[config.mk]
export PLATFORM = sky130hd
export DESIGN_NAME = grid_max_path_sum_unit_flat
export DESIGN_NICKNAME = d
export VERILOG_FILES = /design/src/rtl/gmps_pkg.sv /design/src/rtl/gmps_if.sv /design/src/rtl/grid_max_path_sum_unit.sv /design/src/flat_wrapper.sv
export SDC_FILE = /design/constraint.sdc
export NUM_CORES = 2
export LEC_CHECK = 0
export BUFFER_PORTS_ARGS = -buffer_cell sky130_fd_sc_hd__buf_2
export CORE_UTILIZATION = 30
export DETAILED_ROUTE_END_ITERATION = 7
export SYNTH_ARGS = -nofsm -noshare
export SYNTH_HDL_FRONTEND = slang
export SYNTH_SLANG_ARGS = --single-unit
export TNS_END_PERCENT = 30
[constraint.sdc]
create_clock -name clk -period 23.6 [get_ports clk]
set_input_delay 4.72 -clock clk [delete_from_list [all_inputs] [get_ports clk]]
set_output_delay 4.72 -clock clk [all_outputs]
set_load 0.03 [all_outputs]
[src/rtl/gmps_pkg.sv]
package gmps_pkg;

  // Board limits and field widths
  localparam int MAX_SIZE = 64;
  localparam int COL_W    = $clog2(MAX_SIZE);
  localparam int SIZE_W   = 7;
  localparam int CELL_W   = 16;
  localparam int SUM_W    = 22;

  localparam logic [SIZE_W-1:0] SIZE_RESET = SIZE_W'(8);
  localparam logic [SIZE_W-1:0] SIZE_LIMIT = SIZE_W'(MAX_SIZE);
  localparam logic [SUM_W-1:0]  SUM_MAX    = {SUM_W{1'b1}};

  // Control carried from the issue stage to the update stage
  typedef struct packed {
    logic             first_row;
    logic             has_left;
    logic             has_right;
    logic             last_cell;
    logic [COL_W-1:0] col;
  } stage_ctrl_t;

endpackage

[src/rtl/gmps_if.sv]
interface gmps_cell_if;
  import gmps_pkg::*;
  logic              valid;
  logic              ready;
  logic [CELL_W-1:0] cell_value;

  modport source (output valid, output cell_value, input ready);
  modport sink   (input valid, input cell_value, output ready);
endinterface

interface gmps_result_if;
  import gmps_pkg::*;
  logic              valid;
  logic              ready;
  logic [SUM_W-1:0]  best_sum;
  logic [SIZE_W-1:0] best_column;

  modport source (output valid, output best_sum, output best_column, input ready);
  modport sink   (input valid, input best_sum, input best_column, output ready);
endinterface

interface gmps_cfg_if;
  import gmps_pkg::*;
  logic              valid;
  logic              ready;
  logic [SIZE_W-1:0] board_size;

  modport source (output valid, output board_size, input ready);
  modport sink   (input valid, input board_size, output ready);
endinterface

[src/rtl/grid_max_path_sum_unit.sv]
// Channel  Dir  Payload                       Handshake
// cells    in   cell_value[15:0]              valid/ready
// result   out  best_sum[21:0], best_column   valid/ready
// cfg      in   board_size[6:0]               valid/ready, always ready
//
// One cell per cycle while the input is not stalled: issue stage reads the row buffer (two read ports),
// update stage forms the sum and writes it back.
// A board's result is registered in the output register once its last cell leaves the stage register.
// Synchronous reset clears counters, pipeline and output; board size goes to 8.
// Input stalls only when a second result is due while the first still waits.
module grid_max_path_sum_unit
  import gmps_pkg::*;
(
  input  logic         clk,
  input  logic         rst,
  gmps_cell_if.sink    cells,
  gmps_result_if.source result,
  gmps_cfg_if.sink     cfg
);

  // Configuration
  logic [SIZE_W-1:0] board_size;
  logic [SIZE_W-1:0] size_n;

  assign cfg.ready = 1'b1;

  always_ff @(posedge clk) begin
    if (rst) begin
      board_size <= SIZE_RESET;
    end else if (cfg.valid) begin
      board_size <= cfg.board_size;
    end
  end

  // Effective size: zero acts as one, clipped to the buffer depth
  always_comb begin
    if (board_size == '0) begin
      size_n = SIZE_W'(1);
    end else if (board_size > SIZE_LIMIT) begin
      size_n = SIZE_LIMIT;
    end else begin
      size_n = board_size;
    end
  end

  // Pipeline handshake
  logic              b_valid;
  stage_ctrl_t       b_ctrl;
  logic [CELL_W-1:0] b_cell;
  logic              b_fire;
  logic              in_take;

  assign b_fire   = b_valid && (!b_ctrl.last_cell || !result.valid || result.ready);
  assign cells.ready = !b_valid || b_fire;
  assign in_take  = cells.valid && cells.ready;

  // Issue stage: position counters
  logic [COL_W-1:0]  col;
  logic [COL_W-1:0]  row;
  logic [SIZE_W-1:0] col_inc;
  logic [SIZE_W-1:0] row_inc;
  logic              last_col;
  logic              last_row;

  assign col_inc  = {1'b0, col} + SIZE_W'(1);
  assign row_inc  = {1'b0, row} + SIZE_W'(1);
  assign last_col = (col_inc == size_n);
  assign last_row = (row_inc == size_n);

  always_ff @(posedge clk) begin
    if (rst || cfg.valid) begin
      col <= '0;
      row <= '0;
    end else if (in_take) begin
      if (last_col) begin
        col <= '0;
        row <= last_row ? '0 : row_inc[COL_W-1:0];
      end else begin
        col <= col_inc[COL_W-1:0];
      end
    end
  end

  // Stage register
  always_ff @(posedge clk) begin
    if (rst) begin
      b_valid <= 1'b0;
    end else if (cells.ready) begin
      b_valid <= cells.valid;
    end
  end

  always_ff @(posedge clk) begin
    if (in_take) begin
      b_cell           <= cells.cell_value;
      b_ctrl.first_row <= (row == '0);
      b_ctrl.has_left  <= (col != '0);
      b_ctrl.has_right <= !last_col;
      b_ctrl.last_cell <= last_col && last_row;
      b_ctrl.col       <= col;
    end
  end

  // Row buffer: two reads at issue, one write at update, same-edge bypass
  logic [SUM_W-1:0] row_mem [MAX_SIZE];
  logic [SUM_W-1:0] rd_center;
  logic [SUM_W-1:0] rd_right;
  logic [COL_W-1:0] right_addr;
  logic [SUM_W-1:0] sum;

  assign right_addr = col_inc[COL_W-1:0];

  always_ff @(posedge clk) begin
    if (b_fire) begin
      row_mem[b_ctrl.col] <= sum;
    end
  end

  always_ff @(posedge clk) begin
    if (in_take) begin
      rd_center <= (b_fire && b_ctrl.col == col) ? sum : row_mem[col];
      rd_right  <= (b_fire && b_ctrl.col == right_addr) ? sum : row_mem[right_addr];
    end
  end

  // Update stage: best of up to three neighbours plus the cell, saturated; first row uses the cell
  logic [SUM_W-1:0] window_left;
  logic [SUM_W-1:0] best_up;
  logic [SUM_W:0]   sum_wide;
  logic [SUM_W-1:0] row_best_sum;
  logic [SIZE_W-1:0] row_best_column;
  logic             take_new;
  logic [SIZE_W-1:0] col_1based;

  always_comb begin
    best_up = rd_center;
    if (b_ctrl.has_left && window_left > best_up) begin
      best_up = window_left;
    end
    if (b_ctrl.has_right && rd_right > best_up) begin
      best_up = rd_right;
    end
    sum_wide = {1'b0, best_up} + (SUM_W+1)'(b_cell);
    if (b_ctrl.first_row) begin
      sum = SUM_W'(b_cell);
    end else if (sum_wide[SUM_W]) begin
      sum = SUM_MAX;
    end else begin
      sum = sum_wide[SUM_W-1:0];
    end
  end

  assign take_new   = !b_ctrl.has_left || (sum > row_best_sum);
  assign col_1based = {1'b0, b_ctrl.col} + SIZE_W'(1);

  always_ff @(posedge clk) begin
    if (b_fire) begin
      window_left <= rd_center;
      if (take_new) begin
        row_best_sum    <= sum;
        row_best_column <= col_1based;
      end
    end
  end

  // Output register
  always_ff @(posedge clk) begin
    if (rst) begin
      result.valid <= 1'b0;
    end else if (b_fire && b_ctrl.last_cell) begin
      result.valid <= 1'b1;
    end else if (result.ready) begin
      result.valid <= 1'b0;
    end
  end

  always_ff @(posedge clk) begin
    if (b_fire && b_ctrl.last_cell) begin
      result.best_sum    <= take_new ? sum : row_best_sum;
      result.best_column <= take_new ? col_1based : row_best_column;
    end
  end

endmodule

[src/flat_wrapper.sv]
// flat-port wrapper written by rule: the top's interface ports become plain ports
module grid_max_path_sum_unit_flat import gmps_pkg::*;
  (clk, rst, cells_valid, cells_cell_value, cells_ready, result_valid, result_best_sum, result_best_column, result_ready, cfg_valid, cfg_board_size, cfg_ready);
  gmps_cell_if cells_i ();
  gmps_result_if result_i ();
  gmps_cfg_if cfg_i ();
  input  logic clk;
  input  logic rst;
  input wire logic [$bits(cells_i.valid)-1:0] cells_valid;
  input wire logic [$bits(cells_i.cell_value)-1:0] cells_cell_value;
  output wire logic [$bits(cells_i.ready)-1:0] cells_ready;
  output wire logic [$bits(result_i.valid)-1:0] result_valid;
  output wire logic [$bits(result_i.best_sum)-1:0] result_best_sum;
  output wire logic [$bits(result_i.best_column)-1:0] result_best_column;
  input wire logic [$bits(result_i.ready)-1:0] result_ready;
  input wire logic [$bits(cfg_i.valid)-1:0] cfg_valid;
  input wire logic [$bits(cfg_i.board_size)-1:0] cfg_board_size;
  output wire logic [$bits(cfg_i.ready)-1:0] cfg_ready;
  assign cells_i.valid = cells_valid;
  assign cells_i.cell_value = cells_cell_value;
  assign cells_ready = cells_i.ready;
  assign result_valid = result_i.valid;
  assign result_best_sum = result_i.best_sum;
  assign result_best_column = result_i.best_column;
  assign result_i.ready = result_ready;
  assign cfg_i.valid = cfg_valid;
  assign cfg_i.board_size = cfg_board_size;
  assign cfg_ready = cfg_i.ready;
  grid_max_path_sum_unit u_core (.clk(clk), .rst(rst), .cells(cells_i), .result(result_i), .cfg(cfg_i));
endmodule
==> results by group <==
Synth
  – Fraction of registers with async set or reset after synthesis: 0%
  – Warnings from Yosys: 0
  – Synthesized netlist net count: approximately 3800
  – Syn_area_per_cell: 20.4 um^2
  – Netlist cell types: 73
  – Dominant synthesized flop cell: sky130_fd_sc_hd__edfxtp_1
  – FF+latch count, synth: approximately 1600
  – Register area share after synthesis: between 60% and 70%
  – Mapped cell area: between 0.07 and 0.08 mm^2
  – Gate count after technology mapping: 3666
  – Count of flip-flops with a built-in enable after synthesis: between 1500 and 2000

Floorplan
  – Number of ports placed on the die boundary: 60
  – Die Width: approximately 500 um
  – Initial Utilization: 30.3%
  – Std-Cell Rows: around 180
  – Height of the chip: ~500 um
  – Core ar.: 0.247 mm^2
  – Area enclosed by the die boundary: 0.251 mm^2

Outcome
  – Result of the run: finished, final reports clean

Power and ir drop
  – Overall Power: around 6 mW
  – Register share of total power: approximately half
  – Fraction of power spent switching nets: 22.7%
  – Combinational Power Share: 7.4%
  – PwrDens: 71.1 mW/mm^2
  – Clk pwr share: between 40 and 50%
  – Maximum vdd drop: ~0.085 mV
  – Internal power summed over all cells: ~4.7 mW
  – Net switching power of the design: around 1.4 mW
  – Leakage power of the design: about 26 nW

Critical path
  – Data required, critical path: about 24 ns
  – CP Capture Type: flip-flop
  – CP max FO: just under 70
  – Largest delay share family, worst path: compound AO/OA/AOI/OAI gates
  – R2R cell count: 35
  – Critical path type: reg2reg
  – Data arrival, critical path: approximately 11 ns
  – Critical Path Source Type: flip-flop
  – Max incr delay on CP: between 0.9 and 1 ns
  – Worst path depth: 35
  – Library cell appearing most often on the critical path: sky130_fd_sc_hd__ha_1
  – Cell type of the slowest stage on the worst timing path: sky130_fd_sc_hd__a31oi_4
  – Buf+Inv Stages, Crit Path: 4

STA
  – Final sum of negative setup slack: 0 ns
  – Final Hold Viols: 0
  – Final setup fails: 0
  – Slew at the pin closest to its max-slew limit: about 1.3 ns
  – Slew HR: about 16%
  – Count of pins over their slew limit: 0
  – Final setup skew: 0.0383 ns
  – Min Tclk post-route: around 11 ns
  – Share of the clock period used by the worst path: ~46%
  – Unrepaired setup endpoints after global routing: false
  – Fmax: a little over 90 MHz

Clock tree
  – CTS Hold Bufs: 0
  – Clock network latency to the later pin of the worst-skew pair: approximately 0.83 ns
  – Count of clock tree sinks: 1579
  – Clock Pin Slew Worst Setup and Hold Paths: approximately 0.070 ns
  – CTS Buf Count: roughly 170
  – Post-CTS Setup Bufs: 0
  – Clock tree root buffer cell: sky130_fd_sc_hd__clkbuf_16
  – Cells resized by post-CTS repair: 0
  – CTS H-Tree Depth: 4
  – Clock tree from TritonCTS: done
  – Clk buf depth: 3

GRT
  – Pin count of the biggest net entering global routing: 127
  – Antenna violations before repair: 9
  – Number of global-route vias before repair: between 40000 and 50000
  – Leftover overflow at the end of global routing: 0
  – Global-route usage over all layers: 17.4%
  – Wire length of the first global-routing pass: around 310 mm

Min path
  – Hold Path Class: reg2reg
  – WHS Path Cells: 0

Route
  – Initial drt markers: 5394
  – DR WL/cell: ~30 um
  – DR pass1 iterations: 5
  – Remaining design rule violation count: 0
  – Routed via count divided by cell count: ~5.7
  – Antenna Violating Nets Remaining: 0
  – Vias: between 40000 and 50000
  – Final wirelength: around 220 mm

Placed design
  – Half-perimeter wire length after placement: approximately 130 mm
  – IO buf count: 58
  – Global placement routability congestion: about 0.86

Run
  – Max-cap violation count: 0

Finish
  – Area of the multi-input gates: 0.0269 mm^2
  – Area occupied by registers: 0.0472 mm^2
  – Count of nets after finishing: about 3900
  – Area added between synthesis and finish: 13.6%
  – Number of fill cells: 22900
  – Share of cells above drive strength 1: roughly 38%
cells in the final DEF, fill, tap and decap left out, types with 9 or more instances in the layout:
master and n:
sky130_fd_sc_hd__a211oi_1 11, sky130_fd_sc_hd__a21o_1 21, sky130_fd_sc_hd__a21oi_1 91, sky130_fd_sc_hd__buf_2 58
sky130_fd_sc_hd__buf_4 122, sky130_fd_sc_hd__clkbuf_1 42, sky130_fd_sc_hd__clkbuf_16 167, sky130_fd_sc_hd__clkinv_1 38
sky130_fd_sc_hd__clkinv_2 26, sky130_fd_sc_hd__dfxtp_1 15, sky130_fd_sc_hd__edfxtp_1 1558, sky130_fd_sc_hd__ha_1 86
sky130_fd_sc_hd__inv_1 72, sky130_fd_sc_hd__mux2_2 36, sky130_fd_sc_hd__mux2i_1 43, sky130_fd_sc_hd__mux4_2 904
sky130_fd_sc_hd__nand2_1 87, sky130_fd_sc_hd__nand2b_1 21, sky130_fd_sc_hd__nand3_1 23, sky130_fd_sc_hd__nand4_1 16
sky130_fd_sc_hd__nor2_1 94, sky130_fd_sc_hd__nor2_4 63, sky130_fd_sc_hd__nor2b_1 12, sky130_fd_sc_hd__nor3_1 15
sky130_fd_sc_hd__o211ai_1 10, sky130_fd_sc_hd__o21ai_0 45, sky130_fd_sc_hd__o31ai_4 10, sky130_fd_sc_hd__or2_2 9
sky130_fd_sc_hd__xnor2_1 25, sky130_fd_sc_hd__xor2_1 16
stage by stage:
stage                     worst slack [ns]  utilization (%)  area (um^2)  std cells  hold WS [ns]
final                                12.73             34.5        85000       7213         0.439
after global routing                 11.88             34.4        85000       7208         0.441
after CTS                            12.65             34.4        85000       7206         0.443
after detailed placement             12.67             32.4        80000       6913         0.436
after global placement               12.89             32.4        80000       6913         0.431
after floorplan                      12.43                -        74800       3666         0.403
path summary, 6_finish.rpt:
kind / start / end / slack (ns)
worst max-delay path: u_core.rd_center[17]$_DFFE_PP_ / u_core.result.best_sum[19]$_DFFE_PP_ / 12.73
worst min-delay path: u_core.rd_center[15]$_DFFE_PP_ / u_core.window_left[15]$_DFFE_PP_ / 0.44
worst max register to register: u_core.rd_center[17]$_DFFE_PP_ / u_core.result.best_sum[19]$_DFFE_PP_ / 12.73
worst min register to register: u_core.rd_center[15]$_DFFE_PP_ / u_core.window_left[15]$_DFFE_PP_ / 0.44
cell families after synthesis:
group,count (synthesis),synth area share [%]
adder cells (fa/ha/maj),88,1.48
multiplexers,984,28.3
AO/OA/AOI/OAI,250,2.28
flip-flops,1579,63.1
other,1,0.00501
XOR/XNOR,46,0.577
AND/OR/NAND/NOR,387,2.42
buffers and inverters,331,1.82
registers in the layout (all words and copies together), names as in the netlist, 10 cells and up:
signal and count:
u_core.b_cell 16, u_core.b_ctrl 10, u_core.rd_center 22, u_core.rd_right 22, u_core.result.best_sum 22, u_core.row_best_sum 22
u_core.row_mem 1408, u_core.window_left 22
cell type report:
class / instances / area share [%]
Clock inverter: 84 / 0.852
Antenna cell: 7 / 0.0206
Clock buffer: 209 / 5.10
Timing Repair Buffer: 188 / 1.61
Multi-Input combinational cell: 1756 / 31.7
Sequential cell: 1579 / 55.5
Tap cell: 3312 / 4.87
Inverter: 78 / 0.346
routing by layer:
metal  up-vias  share of wire, %  track usage, %
li1      16000                 -               -
met1     22500                41            24.2
met2      2019                47            27.3
met3       305               9.2            3.70
met4         0               2.4            4.88
met5         -                 0               0
power by group through the flow:
| stage | logic, mW | clock network, mW | registers, mW |
|---|---|---|---|
| 2_1_floorplan | 0.318 | 0 | 3.17 |
| 3_3_place_gp | 0.440 | 0 | 3.17 |
| 3_5_place_dp | 0.443 | 0 | 3.17 |
| 4_1_cts | 0.445 | 2.53 | 3.11 |
| 5_1_grt | 0.477 | 2.62 | 3.11 |
| 6_report | 0.446 | 2.48 | 3.11 |
Yosys cell counts, types with 3 or more instances:
cell type | number | area share, %
sky130_fd_sc_hd__nand3_1 | 23 | 0.15
sky130_fd_sc_hd__o31ai_1 | 8 | 0.080
sky130_fd_sc_hd__inv_1 | 75 | 0.38
sky130_fd_sc_hd__nor3_1 | 16 | 0.11
sky130_fd_sc_hd__a211oi_1 | 11 | 0.11
sky130_fd_sc_hd__and4_1 | 3 | 0.035
sky130_fd_sc_hd__a31oi_1 | 9 | 0.075
sky130_fd_sc_hd__o31ai_4 | 10 | 0.28
sky130_fd_sc_hd__xor2_1 | 17 | 0.20
sky130_fd_sc_hd__or2_2 | 9 | 0.075
sky130_fd_sc_hd__o21ai_1 | 3 | 0.020
sky130_fd_sc_hd__o211ai_1 | 10 | 0.10
sky130_fd_sc_hd__nor2_1 | 157 | 0.79
sky130_fd_sc_hd__dfxtp_1 | 21 | 0.56
sky130_fd_sc_hd__o21a_1 | 4 | 0.040
sky130_fd_sc_hd__nor3b_1 | 3 | 0.030
sky130_fd_sc_hd__o32ai_1 | 3 | 0.035
sky130_fd_sc_hd__nand4_1 | 16 | 0.13
sky130_fd_sc_hd__nor2b_1 | 12 | 0.10
sky130_fd_sc_hd__ha_1 | 87 | 1.5
sky130_fd_sc_hd__clkbuf_1 | 125 | 0.63
sky130_fd_sc_hd__nand2_1 | 87 | 0.44
sky130_fd_sc_hd__and2_1 | 6 | 0.050
sky130_fd_sc_hd__nor4_1 | 6 | 0.050
sky130_fd_sc_hd__buf_2 | 75 | 0.50
sky130_fd_sc_hd__o22ai_1 | 5 | 0.042
sky130_fd_sc_hd__buf_1 | 48 | 0.24
sky130_fd_sc_hd__a21o_1 | 21 | 0.21
sky130_fd_sc_hd__mux2_2 | 36 | 0.54
sky130_fd_sc_hd__a21boi_0 | 3 | 0.030
sky130_fd_sc_hd__o21ai_0 | 45 | 0.30
sky130_fd_sc_hd__edfxtp_1 | 1558 | 63
sky130_fd_sc_hd__mux4_2 | 904 | 27
sky130_fd_sc_hd__and3_1 | 10 | 0.084
sky130_fd_sc_hd__a2bb2oi_1 | 5 | 0.059
sky130_fd_sc_hd__a21oi_1 | 92 | 0.62
sky130_fd_sc_hd__nand2b_1 | 21 | 0.18
sky130_fd_sc_hd__buf_4 | 4 | 0.040
sky130_fd_sc_hd__mux2i_1 | 43 | 0.58
sky130_fd_sc_hd__nand3b_1 | 8 | 0.080
sky130_fd_sc_hd__xnor2_1 | 26 | 0.30
(Power assumes the default switching activity.)
